[config.mk]
export PLATFORM = sky130hd
export DESIGN_NAME = mandatory_access_monitor_flat
export DESIGN_NICKNAME = d
export VERILOG_FILES = /design/src/rtl/mam_pkg.sv /design/src/rtl/mam_if.sv /design/src/rtl/mandatory_access_monitor.sv /design/src/rtl/mam_policy.sv /design/src/flat_wrapper.sv
export VERILOG_INCLUDE_DIRS = /design/src /design/src/rtl
export SDC_FILE = /design/constraint.sdc
export NUM_CORES = 1
export LEC_CHECK = 0
export ABC_CLOCK_PERIOD_IN_PS = 12280
export BUFFER_PORTS_ARGS = -buffer_cell sky130_fd_sc_hd__buf_2
export CORE_ASPECT_RATIO = 1.4
export CORE_UTILIZATION = 45
export CTS_BUF_LIST = sky130_fd_sc_hd__clkbuf_4 sky130_fd_sc_hd__clkbuf_8
export DETAILED_ROUTE_END_ITERATION = 10
export HOLD_SLACK_MARGIN = 0.1
export PLACE_DENSITY_LB_ADDON = 0.25
export SYNTH_ARGS = -nofsm -noshare
export SYNTH_HDL_FRONTEND = slang
export SYNTH_HIERARCHICAL = 1
export SYNTH_SLANG_ARGS = --single-unit
[constraint.sdc]
create_clock -name clk -period 12.28 [get_ports clk]
set_input_delay 1.842 -clock clk [delete_from_list [all_inputs] [get_ports clk]]
set_output_delay 1.842 -clock clk [all_outputs]
set_load 0.01 [all_outputs]
[src/rtl/mandatory_access_monitor_macros.svh]
// Assertion macros for the mandatory access monitor.
// Both macros sample on clk and are disabled while arst_n is low.
`ifndef MANDATORY_ACCESS_MONITOR_MACROS_SVH
`define MANDATORY_ACCESS_MONITOR_MACROS_SVH

`ifndef SYNTH
// Check that a property holds in the same cycle.
`define MAM_ASSERT(lbl, prop, msg) \
	lbl: assert property (@(posedge clk) disable iff (!arst_n) (prop)) else $error(msg);
// Check that a condition in this cycle implies another one in the next cycle.
`define MAM_ASSERT_NEXT(lbl, ante, cons, msg) \
	lbl: assert property (@(posedge clk) disable iff (!arst_n) (ante) |=> (cons)) \
		else $error(msg);
`else
`define MAM_ASSERT(lbl, prop, msg)
`define MAM_ASSERT_NEXT(lbl, ante, cons, msg)
`endif

`endif

[src/rtl/mam_pkg.sv]
`default_nettype none

package mam_pkg;

	// Table sizes
	localparam int NUM_SUBJECTS = 16;
	localparam int NUM_OBJECTS  = 16;

	// Field widths
	localparam int ID_W    = 4;
	localparam int VALUE_W = 32;
	localparam int LEVEL_W = 2;
	localparam int CODE_W  = 2;
	localparam int CFG_IDX_W  = 4;
	localparam int CFG_DATA_W = 32;

	localparam int OBJ_IDX_W = (NUM_OBJECTS > 1) ? $clog2(NUM_OBJECTS) : 1;

	// Operation codes
	localparam logic OP_READ  = 1'b0;
	localparam logic OP_WRITE = 1'b1;

	// Security levels
	typedef enum logic [LEVEL_W-1:0] {
		LVL_LOW     = 2'd0,
		LVL_MEDIUM  = 2'd1,
		LVL_HIGH    = 2'd2,
		LVL_INVALID = 2'd3
	} level_t;

	// Result codes
	typedef enum logic [CODE_W-1:0] {
		RC_SUBJECT_MISSING = 2'd0,
		RC_OBJECT_MISSING  = 2'd1,
		RC_DENIED          = 2'd2,
		RC_GRANTED         = 2'd3
	} result_t;

	// Configuration register indexes
	localparam logic [CFG_IDX_W-1:0] REG_SUBJECT_PRESENT = 4'd0;
	localparam logic [CFG_IDX_W-1:0] REG_SUBJECT_LEVELS  = 4'd1;
	localparam logic [CFG_IDX_W-1:0] REG_OBJECT_PRESENT  = 4'd2;
	localparam logic [CFG_IDX_W-1:0] REG_OBJECT_LEVELS   = 4'd3;

	// Policy decision for one request
	typedef struct packed {
		result_t code;
		logic    grant_read;
		logic    grant_write;
	} decision_t;

endpackage

`default_nettype wire

[src/rtl/mam_if.sv]
`default_nettype none

// Access request channel
interface mam_req_if;
	logic                        valid;
	logic                        ready;
	logic                        operation;
	logic [mam_pkg::ID_W-1:0]    subject_id;
	logic [mam_pkg::ID_W-1:0]    object_id;
	logic [mam_pkg::VALUE_W-1:0] write_value;

	modport source (
		output valid, operation, subject_id, object_id, write_value,
		input  ready
	);
	modport sink (
		input  valid, operation, subject_id, object_id, write_value,
		output ready
	);
endinterface

// Access result channel
interface mam_rsp_if;
	logic                          valid;
	logic                          ready;
	logic [mam_pkg::CODE_W-1:0]    result_code;
	logic [mam_pkg::VALUE_W-1:0]   read_value;

	modport source (
		output valid, result_code, read_value,
		input  ready
	);
	modport sink (
		input  valid, result_code, read_value,
		output ready
	);
endinterface

`default_nettype wire

[src/rtl/mandatory_access_monitor.sv]
// Mandatory access monitor: checks each request against the configured
// subject and object tables (present bit and two-bit level) and either grants
// it or returns why not. A granted read returns the object's stored value, a
// granted write replaces it. The block takes one request per cycle while the
// result channel does not stall it; each result passes through stage 1 and the
// output register before it goes valid on the result channel, and a stall there
// can hold it in stage 1, where the read of the object value memory lands. Object
// values read as zero until first written: one written bit per object, cleared
// by reset, stands in for clearing the memory, so the block is ready right after
// reset. Configuration is written through cfg_we, cfg_index and cfg_data; the
// user must do so only while no request is in flight; the block does not enforce it.
`default_nettype none

`include "mandatory_access_monitor_macros.svh"

module mandatory_access_monitor (
	input  wire logic                            clk,
	input  wire logic                            arst_n,
	input  wire logic                            cfg_we,
	input  wire logic [mam_pkg::CFG_IDX_W-1:0]   cfg_index,
	input  wire logic [mam_pkg::CFG_DATA_W-1:0]  cfg_data,
	mam_req_if.sink                              req,
	mam_rsp_if.source                            rsp
);
	import mam_pkg::*;

	// Configuration registers
	logic [NUM_SUBJECTS-1:0]         subj_present_q;
	logic [NUM_SUBJECTS*LEVEL_W-1:0] subj_levels_q;
	logic [NUM_OBJECTS-1:0]          obj_present_q;
	logic [NUM_OBJECTS*LEVEL_W-1:0]  obj_levels_q;

	// Object value memory and its written bits
	logic [VALUE_W-1:0]     obj_mem_q [NUM_OBJECTS];
	logic [NUM_OBJECTS-1:0] obj_written_q;

	// Stage 1: decision and memory read data
	logic               valid_s1;
	result_t            code_s1;
	logic               rd_s1;
	logic               written_s1;
	logic [VALUE_W-1:0] rdata_s1;

	// Output register
	logic               out_valid_q;
	result_t            out_code_q;
	logic [VALUE_W-1:0] out_value_q;

	decision_t              dec;
	logic                   req_acc;
	logic                   s1_adv;
	logic [OBJ_IDX_W-1:0]   obj_idx;

	assign obj_idx = req.object_id[OBJ_IDX_W-1:0];
	assign s1_adv  = valid_s1 && (!out_valid_q || rsp.ready);
	assign req.ready = !valid_s1 || s1_adv;
	assign req_acc   = req.valid && req.ready;

	// Write configuration; unknown indexes are dropped
	always_ff @(posedge clk or negedge arst_n) begin
		if (!arst_n) begin
			subj_present_q <= '0;
			subj_levels_q  <= '0;
			obj_present_q  <= '0;
			obj_levels_q   <= '0;
		end else if (cfg_we) begin
			case (cfg_index)
				REG_SUBJECT_PRESENT: subj_present_q <= cfg_data[NUM_SUBJECTS-1:0];
				REG_SUBJECT_LEVELS:  subj_levels_q  <= cfg_data[NUM_SUBJECTS*LEVEL_W-1:0];
				REG_OBJECT_PRESENT:  obj_present_q  <= cfg_data[NUM_OBJECTS-1:0];
				REG_OBJECT_LEVELS:   obj_levels_q   <= cfg_data[NUM_OBJECTS*LEVEL_W-1:0];
				default: ;
			endcase
		end
	end

	mam_policy u_policy (
		.subject_present (subj_present_q),
		.subject_levels  (subj_levels_q),
		.object_present  (obj_present_q),
		.object_levels   (obj_levels_q),
		.operation       (req.operation),
		.subject_id      (req.subject_id),
		.object_id       (req.object_id),
		.decision        (dec)
	);

	// Read and write the object memory at acceptance; read data holds otherwise
	always_ff @(posedge clk) begin
		if (req_acc) begin
			rdata_s1 <= obj_mem_q[obj_idx];
			if (dec.grant_write) begin
				obj_mem_q[obj_idx] <= req.write_value;
			end
		end
	end

	// Mark objects once written
	always_ff @(posedge clk or negedge arst_n) begin
		if (!arst_n) begin
			obj_written_q <= '0;
		end else if (req_acc && dec.grant_write) begin
			obj_written_q[obj_idx] <= 1'b1;
		end
	end

	// Advance stage 1
	always_ff @(posedge clk or negedge arst_n) begin
		if (!arst_n) begin
			valid_s1 <= 1'b0;
		end else if (req_acc) begin
			valid_s1 <= 1'b1;
		end else if (s1_adv) begin
			valid_s1 <= 1'b0;
		end
	end

	always_ff @(posedge clk) begin
		if (req_acc) begin
			code_s1    <= dec.code;
			rd_s1      <= dec.grant_read;
			written_s1 <= obj_written_q[obj_idx];
		end
	end

	// Load the output register
	always_ff @(posedge clk or negedge arst_n) begin
		if (!arst_n) begin
			out_valid_q <= 1'b0;
		end else if (s1_adv) begin
			out_valid_q <= 1'b1;
		end else if (rsp.ready) begin
			out_valid_q <= 1'b0;
		end
	end

	always_ff @(posedge clk) begin
		if (s1_adv) begin
			out_code_q  <= code_s1;
			out_value_q <= (rd_s1 && written_s1) ? rdata_s1 : '0;
		end
	end

	assign rsp.valid       = out_valid_q;
	assign rsp.result_code = out_code_q;
	assign rsp.read_value  = out_value_q;

	// Only a granted read returns a value
	`MAM_ASSERT(a_value_only_granted, !out_valid_q || out_value_q == '0 || out_code_q == RC_GRANTED, "read value on an access that was not granted")
	// An accepted request occupies stage 1 next cycle
	`MAM_ASSERT_NEXT(a_accept_fills_s1, req_acc, valid_s1, "accepted request lost before stage 1")
	// A stalled stage 1 keeps its request
	`MAM_ASSERT_NEXT(a_s1_holds, valid_s1 && !s1_adv, valid_s1 && $stable(code_s1), "stage 1 dropped or changed while stalled")
	// Written bits never clear outside reset
	`MAM_ASSERT(a_written_sticky, (obj_written_q & $past(obj_written_q)) == $past(obj_written_q), "object written bit cleared")

endmodule

`default_nettype wire

[src/rtl/mam_policy.sv]
`default_nettype none

// Presence and level checks for one request.
module mam_policy (
	input  wire logic [mam_pkg::NUM_SUBJECTS-1:0]                  subject_present,
	input  wire logic [mam_pkg::NUM_SUBJECTS*mam_pkg::LEVEL_W-1:0] subject_levels,
	input  wire logic [mam_pkg::NUM_OBJECTS-1:0]                   object_present,
	input  wire logic [mam_pkg::NUM_OBJECTS*mam_pkg::LEVEL_W-1:0]  object_levels,
	input  wire logic                                              operation,
	input  wire logic [mam_pkg::ID_W-1:0]                          subject_id,
	input  wire logic [mam_pkg::ID_W-1:0]                          object_id,
	output mam_pkg::decision_t                                     decision
);
	import mam_pkg::*;

	logic   subj_exists;
	logic   obj_exists;
	level_t subj_level;
	level_t obj_level;
	logic   allowed;

	// Look up presence; an index past the table counts as missing
	always_comb begin
		subj_exists = 1'b0;
		obj_exists  = 1'b0;
		subj_level  = LVL_INVALID;
		obj_level   = LVL_INVALID;
		for (int i = 0; i < NUM_SUBJECTS; i++) begin
			if (subject_id == ID_W'(i)) begin
				subj_exists = subject_present[i];
				subj_level  = level_t'(subject_levels[i*LEVEL_W +: LEVEL_W]);
			end
		end
		for (int i = 0; i < NUM_OBJECTS; i++) begin
			if (object_id == ID_W'(i)) begin
				obj_exists = object_present[i];
				obj_level  = level_t'(object_levels[i*LEVEL_W +: LEVEL_W]);
			end
		end
	end

	// Apply no read up and no write down; an invalid level denies everything
	always_comb begin
		if (subj_level == LVL_INVALID || obj_level == LVL_INVALID) begin
			allowed = 1'b0;
		end else if (operation == OP_READ) begin
			allowed = subj_level >= obj_level;
		end else begin
			allowed = subj_level <= obj_level;
		end
	end

	// Rank the outcome: missing subject first, then missing object
	always_comb begin
		decision.grant_read  = 1'b0;
		decision.grant_write = 1'b0;
		if (!subj_exists) begin
			decision.code = RC_SUBJECT_MISSING;
		end else if (!obj_exists) begin
			decision.code = RC_OBJECT_MISSING;
		end else if (!allowed) begin
			decision.code = RC_DENIED;
		end else begin
			decision.code        = RC_GRANTED;
			decision.grant_read  = (operation == OP_READ);
			decision.grant_write = (operation == OP_WRITE);
		end
	end

endmodule

`default_nettype wire
[src/flat_wrapper.sv]
// flat-port wrapper written by rule: the top's interface ports become plain ports
module mandatory_access_monitor_flat import mam_pkg::*;
  (clk, arst_n, cfg_we, cfg_index, cfg_data, req_valid, req_operation, req_subject_id, req_object_id, req_write_value, req_ready, rsp_valid, rsp_result_code, rsp_read_value, rsp_ready);
  mam_req_if req_i ();
  mam_rsp_if rsp_i ();
  input  wire logic clk;
  input  wire logic arst_n;
  input  wire logic cfg_we;
  input  wire logic [mam_pkg::CFG_IDX_W-1:0] cfg_index;
  input  wire logic [mam_pkg::CFG_DATA_W-1:0] cfg_data;
  input wire logic [$bits(req_i.valid)-1:0] req_valid;
  input wire logic [$bits(req_i.operation)-1:0] req_operation;
  input wire logic [$bits(req_i.subject_id)-1:0] req_subject_id;
  input wire logic [$bits(req_i.object_id)-1:0] req_object_id;
  input wire logic [$bits(req_i.write_value)-1:0] req_write_value;
  output wire logic [$bits(req_i.ready)-1:0] req_ready;
  output wire logic [$bits(rsp_i.valid)-1:0] rsp_valid;
  output wire logic [$bits(rsp_i.result_code)-1:0] rsp_result_code;
  output wire logic [$bits(rsp_i.read_value)-1:0] rsp_read_value;
  input wire logic [$bits(rsp_i.ready)-1:0] rsp_ready;
  assign req_i.valid = req_valid;
  assign req_i.operation = req_operation;
  assign req_i.subject_id = req_subject_id;
  assign req_i.object_id = req_object_id;
  assign req_i.write_value = req_write_value;
  assign req_ready = req_i.ready;
  assign rsp_valid = rsp_i.valid;
  assign rsp_result_code = rsp_i.result_code;
  assign rsp_read_value = rsp_i.read_value;
  assign rsp_i.ready = rsp_ready;
  mandatory_access_monitor u_core (.clk(clk), .arst_n(arst_n), .cfg_we(cfg_we), .cfg_index(cfg_index), .cfg_data(cfg_data), .req(req_i), .rsp(rsp_i));
endmodule
Word-level counts from Yosys, hierarchy flattened
Memories as Yosys holds them, arrays and structs flattened. A register that Yosys moved wholly into a read port is not among the register bits.
Cells that the tools add are included.
Cells by class
  magnitude comparators: 4
  eq/ne operators: 35
  muxes and demuxes: 82
  bitwise gates (word level): 2
  reductions and logical operators: 21
Operators with widths (count)
  $eq 4x4->1 const B: 16
  $mux 2: 32
  $mux 1: 48
  $eq 4x3->1 const B: 8
  $eq 4x2->1 const B: 6
  $or 16x16->16: 1
  $eq 4x1->1 const B: 3
  $logic_not 4->1: 3
  $reduce_and 2->1: 5
  $logic_and 1x1->1: 5
  $lt 4x5->1 const B: 1
  $bmux 1 s4: 1
  $demux 1 s4: 1
  $eq 2x2->1 const B: 2
  $ge 4x1->1 const B: 1
  $reduce_bool 2->1: 2
  $logic_or 1x1->1: 3
  $reduce_and 3->1: 1
  $ge 2x2->1: 1
  $le 2x2->1: 1
  $logic_not 1->1: 2
  $not 1->1: 1
Storage, ports and cells
  bits in registers: 152
  RAM bits: 512
  output and inout bits: 36
  word-level logic and storage cells: 158
  memories kept: 1
Memories
  u_core.obj_mem_q: depth 16, bits a word 32, rd ports 1, clocked after Yosys merged registers in 1, write ports 1, RTL line mandatory_access_monitor.sv:34  | logic [VALUE_W-1:0] obj_mem_q [NUM_OBJECTS];

Logic depth before layout (Yosys ltp)
Gate-level depths: netlist (run 1).
  depth in word-level cells: 26
  mapped depth: 17

By module
Netlist (run 1), hierarchy kept.
Modules (own cells, without submodules)
  mandatory_access_monitor: instances 1, cells an instance 1182, area each 25951.1 µm², seq. area each 20329.5 µm²
  mam_policy: instances 1, cells an instance 162, area each 1228.7 µm², seq. area each 0.0 µm²

Worst setup path before layout (run 1)
Ideal clock, no wire load.
  path kind: in2reg
  from: input req_subject_id[1]
  to: memory u_core.obj_mem_q[4][0], enable pin
  setup time: 0.461 ns
  data arrival time: 6.614 ns
  required time: 11.819 ns
  slack: 5.205 ns
  stages on the path: 14
  path through: buf_2 > clkbuf_1 > mux4_2 > o211a_1 > a311oi_2 > inv_1 > ha_1 > inv_1 > o211ai_1 > o21ai_0 > o21ai_0 > nor3_1 > nand4b_1 > nor3_1
RTL lines
  start: declaration: RTL line flat_wrapper.sv:13  | input wire logic [$bits(req_i.subject_id)-1:0] req_subject_id;
  end: declaration: RTL line mandatory_access_monitor.sv:34

==> results of run 1 <==
==> through the flow <==
step / cell area [um2] / hold WS [ns]
5_1_grt: 30700 / 0.441
3_5_place_dp: 28600 / 0.405
4_1_cts: 30700 / 0.417
3_3_place_gp: 28600 / 0.401
2_1_floorplan: 27200 / 0.400
6_report: 30700 / 0.416
==> cells in the mapped netlist (all sizes together), types with 3 or more instances <==
cell    count
clkbuf     39
mux4      140
nor2       21
nand3b      5
mux2i      21
and3       34
mux2       98
edfxtp    582
o22ai       6
nand4b      3
o21bai      3
inv        12
nor2b       6
o211ai      3
o21ai       8
and2        7
nand2      42
buf        42
a31o        8
nand2b     11
a22oi      67
a21o        6
a21oi       8
nand3       4
dfrtp     114
nor3       15
==> final timing paths <==
check                                       endpoint
max in group asynchronous   u_core/subj_levels_q[30]
min in group asynchronous    u_core/subj_levels_q[3]
max reg2reg                  u_core/obj_mem_q[8][17]
max                          u_core/obj_mem_q[8][17]
min reg2reg                u_core/rsp.result_code[0]
min                        u_core/rsp.result_code[0]
==> state kept, by name (all words and copies together) (netlist names) <==
signal                  count
u_core/written_s1           1
u_core/subj_levels_q       32
u_core/obj_written_q       16
u_core/valid_s1             1
u_core/subj_present_q      16
u_core/rd_s1                1
u_core/rdata_s1            32
u_core/obj_levels_q        32
u_core/rsp.result_code      2
u_core/obj_mem_q          512
u_core/rsp.read_value      32
u_core/code_s1              2
u_core/rsp.valid            1
u_core/obj_present_q       16
==> metal layers <==
layer  vias to the layer above  share of wire  global-route usage
li1                       5860              -                   -
met1                      7170           0.40               0.251
met2                       376           0.53               0.357
met3                        99          0.047              0.0327
met4                         2          0.023              0.0709
met5                         -        0.00022                   0
==> cell usage in the layout (no fill, tap or decap), drive strengths merged, types with 3 or more instances in the layout <==
cell,Yosys,layout
nand3b,5,5
mux2,98,98
edfxtp,582,582
clkbuf,39,130
nand4b,3,3
o21bai,3,3
nor2b,6,6
a31o,8,8
a21o,6,6
bufinv,0,6
nand2,42,42
a21oi,8,8
mux4,140,140
inv,12,18
o211ai,3,3
and3,34,34
mux2i,21,21
nor2,21,21
nand3,4,4
buf,42,146
nor3,15,15
a22oi,67,67
o22ai,6,6
dfrtp,114,114
nand2b,11,11
and2,7,7
o21ai,8,8
clkinv,0,41
==> cells by family (layout without fill, tap and decap cells) <==
kind of cell    after synthesis  in the layout  share of synthesized area
flops                       696            696                      0.748
mux                         259            259                      0.164
simple gates                162            162                     0.0325
compound gates              132            132                     0.0363
buf+inv                      93            343                     0.0180
fa+ha+maj                     2              2                   0.000921
other cells                   0              2                          0
==> final cells by class <==
cell class | instances | area (um2)
clock inverters | 55 | 439
flip-flops and latches | 696 | 20300
clock buffers | 130 | 1630
well taps | 756 | 946
diodes | 2 | 5.00
fillers | 4769 | 29000
inverters | 12 | 45.0
repair buffers | 146 | 822
multi-input cells | 555 | 6480
==> critical path: stages <==
cell and delay [ns]:
buf_2 0.50, mux4_2 0.58, a22oi_1 0.34, inv_1 0.10
a311oi_2 0.27, inv_1 0.08, ha_1 0.29, inv_1 0.07
o211ai_1 0.09, o21ai_0 0.08, o21ai_0 0.20, nor3_1 0.54
nand4b_1 0.59, nor2_4 0.74, buf_4 0.40
==> where the power goes <==
part | switching [mW] | internal [mW]
registers | 0.0589 | 2.66
logic | 0.187 | 0.149
clock network | 0.887 | 1.01
total | 1.13 | 3.82
==> results.cfg, run 1 <==
[detailed_routing]
routed_via_density = 5.74
routedWlPerCell_um = 25.6
num_vias = 13500
wl_mm = 60.3
drtIter0Drc = 1021
route.detailed.drc = 0
postRouteAntennaNets = 0
first_pass_iters = 5

[floorplan]
die_h_um = 293
die_area_um2 = 61400
io_pins = 118
initial_utilization = 0.455
fp.dieW_um = 210
core_um2 = 59700
rows = 106

[cells_and_area]
final_layout_size_suffix_gt1_frac = 0.305
layout.nets = 1596
final_cells = 2352
areaGrowthSynthToFinish_pct = 12.9
utilization = 0.514

[timing]
slew_headroom = 0.265
min_period_over_period = 0.516
fin_ws_ns = 5.94
period_needed_ns = 6.34
tightest_slew_ns = 1.10
hold_viol_final = 0
fmaxAchievable_mhz = 158
finalSetupViolations = 0
finalSetupTns_ns = 0
rsz0062_at_grt = false
fin_skew_ns = 0.0506
slew_viol_final = 0

[synthesis]
synth-async-reset-ratio = 0.164
ys_types = 63
syn_nets = 1428
avgSynthCellArea_um2 = 20.2
synth_top_area_cell = edfxtp_1
synth_edf_count = 582
synth-seq-cells = 696
netlist_instances = 1344
seq_area_frac_synth = 0.748
synth_area_leaders = edfxtp_1 64%, mux4_2 12%, dfrtp_1 10%
yosysTopAreaCellShare = 0.643
yosys_warnings = 6
syn-cell-area_um2 = 27200
synth_top_flop_cell = edfxtp_1

[global_route]
grt_use_total = 0.202
grt_max_degree = 91
grt_antenna_before_repair = 4
grt_pass1_wl_mm = 91.1
grt_pass1_vias = 14600
grt-ovfl-total = 0

[power]
p_leak_nw = 10.8
power_per_cell_area_nw_per_um2 = 161
ir_drop_mv = 0.0832
power_mw = 4.95

[clock_tree]
cts_tree = built
cts_setup_buffers = 0
cts_resized = 0
cts_max_level = 3
cts_buffers = 101
cts_root_buf = clkbuf_8
clk_latency_ns = 0.73
cts.sinks = 696
clk_path_buf_depth = 3
clk_pin_slew_ns = 0.06
cts.hold.buffers_added = 0

[place]
portBuffers = 117
numPlacedInstances = 2165
hpwl_mm = 34.4
post-place-ws_ns = 5.27
gp_congestion = 0.796

[critical_path]
r2r_cells = 14
critPathArrivalTime_ns = 6.73
cp-startpoint = req_subject_id[0]
cp-start-kind = input pin
regToRegSetupSlack_ns = 7.31
worst_ep_required_time_ns = 12.67
worstPathMaxFanout = 24
regToRegStartpoint = u_core/subj_levels_q[7]
crit_path_end_kind = flop
critical_path_class = in -> reg

[worst_hold_path]
hold_depth = 0
hp-class = reg -> reg
worstHoldStart = u_core/code_s1[0]

[flow_run]
drv_cap = 0

[outcome]
status = finished, final reports clean
No activity file was read; power rests on OpenSTA's default activity.
==> inputs of run 2 (changes only) <==
--- a/config.mk
+++ b/config.mk
@@ -6,7 +6,7 @@
 export SDC_FILE = /design/constraint.sdc
 export NUM_CORES = 1
 export LEC_CHECK = 0
-export ABC_CLOCK_PERIOD_IN_PS = 12280
+export ABC_CLOCK_PERIOD_IN_PS = 5180
 export BUFFER_PORTS_ARGS = -buffer_cell sky130_fd_sc_hd__buf_2
 export CORE_ASPECT_RATIO = 1.4
 export CORE_UTILIZATION = 45
==> constraint.sdc (replaced) <==
create_clock -name clk -period 5.18 [get_ports clk]
set_input_delay 0.777 -clock clk [delete_from_list [all_inputs] [get_ports clk]]
set_output_delay 0.777 -clock clk [all_outputs]
set_load 0.01 [all_outputs]
==> run 2 against run 1 <==
Compared with the run above:
- first-iteration DRC count up 21%
- global-route usage up 0.84 points
- count of clock-buffer cells in the layout up 9
- worst setup slack worse by 5.0 ns
- design area up 0.82%
- die area unchanged
- hold slack worse by 0.18 ns
- register-to-register slack worse by 6.3 ns
- non-clock buffer count up 18
- critical endpoint is now u_core/obj_mem_q[0][29]
==> results.cfg, run 2 (synthesis results as in run 1) <==
[place]
portBuffers = 117
gp_congestion = 0.846
hpwl_mm = 39.6
post-place-ws_ns = 0.339

[clock_tree]
clk_path_buf_depth = 3
cts_tree = built
clk_pin_slew_ns = 0.06
cts.hold.buffers_added = 0
cts_buffers = 100
cts_max_level = 3
clk_latency_ns = 0.71
cts_setup_buffers = 0
cts_resized = 0
cts_root_buf = clkbuf_8
cts.sinks = 696

[floorplan]
rows = 106
io_pins = 118
die_area_um2 = 61400
die_h_um = 293
fp.dieW_um = 210
initial_utilization = 0.455
core_um2 = 59700

[timing]
slew_viol_final = 0
min_period_over_period = 0.823
slew_headroom = 0.306
fin_skew_ns = 0.0431
rsz0062_at_grt = false
period_needed_ns = 4.26
finalSetupViolations = 0
fmaxAchievable_mhz = 235
fin_ws_ns = 0.918
tightest_slew_ns = 1.04
hold_viol_final = 0

[global_route]
grt_pass1_vias = 14400
grt_pass1_wl_mm = 93.6
grt_antenna_before_repair = 2
grt_max_degree = 139
grt-ovfl-total = 0
grt_use_total = 0.211

[detailed_routing]
drtIter0Drc = 1239
wl_mm = 63.1
first_pass_iters = 5
routedWlPerCell_um = 26.6
num_vias = 13700
routed_via_density = 5.78
postRouteAntennaNets = 0
route.detailed.drc = 0

[power]
ir_drop_mv = 0.171
power_mw = 11.7
power_per_cell_area_nw_per_um2 = 377
p_leak_nw = 11.0

[worst_hold_path]
hp-class = in -> async

[cells_and_area]
layout_commonest_cell = edfxtp_1
final_layout_size_suffix_gt1_frac = 0.315
largest_register_ff_count = 512
layout.nets = 1613
n_fill_cell = 4722
areaGrowthSynthToFinish_pct = 13.9
final_cell_mix = 582 x edfxtp_1, 140 x mux4_2, 114 x buf_2, 114 x dfrtp_1, 110 x clkbuf_8
utilization = 0.519
largest-register = u_core/obj_mem_q

[critical_path]
cp-start-kind = input pin
critPathArrivalTime_ns = 4.62
worst_ep_required_time_ns = 5.54
worstPathMaxFanout = 16
critical_path_class = in -> reg
crit_path_end_kind = flop

[flow_run]
drv_cap = 0

[outcome]
status = finished, final reports clean
run 2: cell count changes in the layout (fill, tap and decap cells not counted), sizes merged:
cell	previous run	this run
clkbuf	130	139
inv	18	14
buf	146	164
clkinvlp	2	1
bufinv	6	3
run 2: final timing paths:
check | startpoint | to | slack (ns) | cells after the start
max | req_subject_id[0] | u_core/obj_mem_q[0][29] | 0.92 | 16
min | arst_n | u_core/subj_levels_q[3] | 0.24 | 1
max reg2reg | u_core/subj_levels_q[5] | u_core/obj_mem_q[0][29] | 0.99 | 14
min reg2reg | u_core/code_s1[1] | u_core/rsp.result_code[1] | 0.42 | 0
max in group asynchronous | arst_n | u_core/obj_levels_q[24] | 3.85 | 2
min in group clk | cfg_data[29] | u_core/subj_levels_q[29] | 0.32 | 2
run 2: power by group:
| part | internal [mW] | switching [mW] |
|---|---|---|
| clock | 2.33 | 2.05 |
| combinational | 0.358 | 0.487 |
| sequential | 6.31 | 0.140 |
run 2: cell type report:
cell class	count	area [um2]	area share
Multi-Input combinational cell	555	6480	0.209
Inverter	12	45.0	0.00146
Tap cell	756	946	0.0306
Antenna cell	2	5.00	0.000162
Timing Repair Buffer	164	1090	0.0354
Sequential cell	696	20300	0.657
Clock buffer	139	1730	0.0560
Clock inverter	47	318	0.0103
run 2: worst max-delay path, stage by stage:
cell	delay (ns)
buf_2	0.27
buf_4	0.31
nand4bb_1	0.15
o221a_2	0.17
o211a_1	0.23
a311oi_2	0.32
inv_1	0.08
ha_1	0.30
inv_1	0.08
o211ai_1	0.10
o21ai_0	0.09
o21ai_0	0.22
nor3_1	0.61
and4b_1	0.41
and2_2	0.23
buf_4	0.26
run 2: stage by stage:
step / std cells / hold WS, ns / area, um2 / setup TNS [ns]
after floorplan: 1344 / 0.400 / 27200 / -211.60
after global placement: 2183 / 0.402 / 28900 / 0
after detailed placement: 2183 / 0.405 / 28900 / 0
after CTS: 2369 / 0.236 / 30900 / 0
after global routing: 2370 / 0.295 / 30900 / 0
final: 2371 / 0.236 / 30900 / 0
run 2: routing by layer:
metal / part of all wire / GRT usage / vias up / wire [um]
li1: - / - / 5886 / -
met1: 0.41 / 0.279 / 7293 / 26100
met2: 0.50 / 0.345 / 443 / 31600
met3: 0.059 / 0.0415 / 86 / 3750
met4: 0.027 / 0.0794 / 0 / 1700
met5: 0 / 0 / - / 0
==> inputs of run 3 (changes only) <==
--- a/config.mk
+++ b/config.mk
@@ -6,7 +6,7 @@
 export SDC_FILE = /design/constraint.sdc
 export NUM_CORES = 1
 export LEC_CHECK = 0
-export ABC_CLOCK_PERIOD_IN_PS = 5180
+export ABC_CLOCK_PERIOD_IN_PS = 3900
 export BUFFER_PORTS_ARGS = -buffer_cell sky130_fd_sc_hd__buf_2
 export CORE_ASPECT_RATIO = 1.4
 export CORE_UTILIZATION = 45
==> constraint.sdc (replaced) <==
create_clock -name clk -period 3.9 [get_ports clk]
set_input_delay 0.585 -clock clk [delete_from_list [all_inputs] [get_ports clk]]
set_output_delay 0.585 -clock clk [all_outputs]
set_load 0.01 [all_outputs]
==> run 3 against run 2 <==
Compared with the run above:
- combinational power rose by 38%
- critical path depth unchanged
- register-to-register slack got worse by 0.71 ns
- sequential power is 33% higher
- count of clock-buffer cells in the layout shrank 5
- routed wire length is 0.67% lower
- hold slack lost 0.065 ns
- clock power up 38%
- sequential share of layout area decreased by 1.4 points
- largest cell class unchanged
- die area did not move
- total power rose by 35%
==> results.cfg, run 3 (synthesis results as in run 1) <==
[power]
p_switching_mw = 3.59
swShare = 0.228
ir_drop_mv = 0.252
pwr-share-seq = 0.542
p_int_mw = 12.2
p_leak_nw = 11.3
power_per_cell_area_nw_per_um2 = 499
combPwrFrac = 0.074
clkPwrFrac = 0.384

[floorplan]
die_area_um2 = 61400
core_um2 = 59700
io_pins = 118
fp.dieW_um = 210
initial_utilization = 0.455
die_h_um = 293
rows = 106

[outcome]
status = finished, final reports clean

[critical_path]
cpPeakStageDelay_ns = 0.47
critPathArrivalTime_ns = 4.00
worstPathMaxFanout = 12
cp-start-kind = flop
critical_path_class = reg -> reg
slowest_stage = mux4_2
crit_chain = mux4_2 -> a22oi_1 -> inv_1 -> a311oi_2 -> inv_1 -> ha_1 -> inv_1 -> o211ai_1 -> o21ai_1 -> o21ai_2 -> nor3_2 -> buf_4 -> nand4_1 -> buf_4 -> nor3_4 -> buf_4
worst_ep_required_time_ns = 4.28
crit_path_end_kind = flop

[global_route]
grt-ovfl-total = 0
grt_pass1_vias = 14900
grt_max_degree = 96
use_met1 = 0.260
grt_pass1_wl_mm = 94.5
grt_use_total = 0.212
grt_util_met3 = 0.0428
grt_antenna_before_repair = 2
met2_usage = 0.367
grt.busiest_layer = met2

[clock_tree]
clk_pin_slew_ns = 0.06
clk_latency_ns = 0.71
cts_tree = built
cts.sinks = 696
cts_root_buf = clkbuf_8
cts_buffers = 102
clk_path_buf_depth = 3
cts_max_level = 3

[timing]
finalSetupViolations = 0
rsz0062_at_grt = false
fmaxAchievable_mhz = 276
tightest_slew_ns = 1.17
hold_viol_final = 0
period_needed_ns = 3.62
slew_viol_final = 0
fin_hold_ws_ns = 0.171
min_period_over_period = 0.929
slew_headroom = 0.221
fin_skew_ns = 0.0378
fin_ws_ns = 0.276

[detailed_routing]
wl_mm = 62.7
first_pass_iters = 5
route.detailed.drc = 0
routedWlPerCell_um = 25.8
routed_via_density = 5.69
num_vias = 13800
postRouteAntennaNets = 0
drtIter0Drc = 1083

[place]
gp_congestion = 0.805
post-place-ws_ns = -0.227
hpwl_mm = 40.2
portBuffers = 117

[cells_and_area]
layout_commonest_cell = edfxtp_1
areaGrowthSynthToFinish_pct = 16.3
layout.nets = 1674
final_layout_size_suffix_gt1_frac = 0.329
largest-register = u_core/obj_mem_q
largest_register_ff_count = 512
final_cell_mix = 582 x edfxtp_1, 140 x mux4_2, 114 x buf_2, 114 x dfrtp_1, 106 x clkbuf_8

[worst_hold_path]
hp-class = in -> reg

[flow_run]
drv_cap = 0
run 3: cell count changes in the layout (fill, tap and decap cells not counted), sizes merged:
cell	before	now
inv	14	15
dlygate4sd3	0	17
clkinvlp	1	4
clkbuf	139	134
buf	164	206
clkinv	41	39
bufinv	3	7
run 3: power groups by stage:
| stage | Combinational (mW) | Sequential (mW) | Clock (mW) |
|---|---|---|---|
| floorplan | 0.693 | 8.65 | 0 |
| global placement | 1.16 | 8.70 | 0 |
| detailed placement | 1.18 | 8.71 | 0 |
| CTS | 1.20 | 8.55 | 6.23 |
| global route | 1.28 | 8.58 | 6.52 |
| finish | 1.17 | 8.55 | 6.05 |
run 3: worst paths after layout:
path                                         startpoint                         to  slack (ns)  cells after the start
worst max register to register  u_core/subj_levels_q[5]   u_core/obj_mem_q[15][26]        0.28                     16
worst min register to register        u_core/code_s1[0]  u_core/rsp.result_code[0]        0.43                      0
min in group asynchronous                        arst_n    u_core/subj_levels_q[4]        0.46                      2
worst max-delay path            u_core/subj_levels_q[5]   u_core/obj_mem_q[15][26]        0.28                     16
worst min-delay path                       cfg_data[11]   u_core/subj_levels_q[11]        0.17                      2
max in group asynchronous                        arst_n    u_core/obj_levels_q[22]        2.41                      4
run 3: per-layer routing:
| layer | vias up | wire, um |
|---|---|---|
| li1 | 6011 | - |
| met3 | 104 | 3640 |
| met5 | - | 14 |
| met2 | 457 | 33000 |
| met1 | 7264 | 24300 |
| met4 | 2 | 1760 |
run 3: critical path, delay by kind of cell, from the launching register on:
kind / cells / cell delay (ns)
AOI/OAI and AO/OA: 5 / 0.77
adders and majority gates: 1 / 0.27
buffers and inverters: 6 / 0.95
DFF: 1 / 0.42
muxes: 1 / 0.47
and+or+nand+nor: 3 / 0.43
run 3: layout make-up:
type,instances,area (um2)
sequential,696,20300
clock buffer,134,1670
multi-input combinational,555,6540
clock inverter,53,455
timing repair buffer,223,1620
tap,756,946
fill,4728,28100
inverter,12,45.0
antenna,2,5.00
run 3: stage by stage:
step                      utilization  power, mW  std cells  cell area, um2  TNS (ns)
after floorplan                     -       9.34       1344           27300   -184.01
after global placement          0.491       9.85       2225           29300    -54.79
after detailed placement        0.491       9.88       2225           29300    -50.67
after CTS                       0.529       16.0       2429           31600         0
after global routing            0.529       16.4       2430           31600         0
final                           0.530       15.8       2431           31600         0
run 3: timing repair:
action                    CTS  global route
gates resized for setup     0             0
hold endpoints to repair   81             0
buffers inserted            0             0
hold buffers               17             0
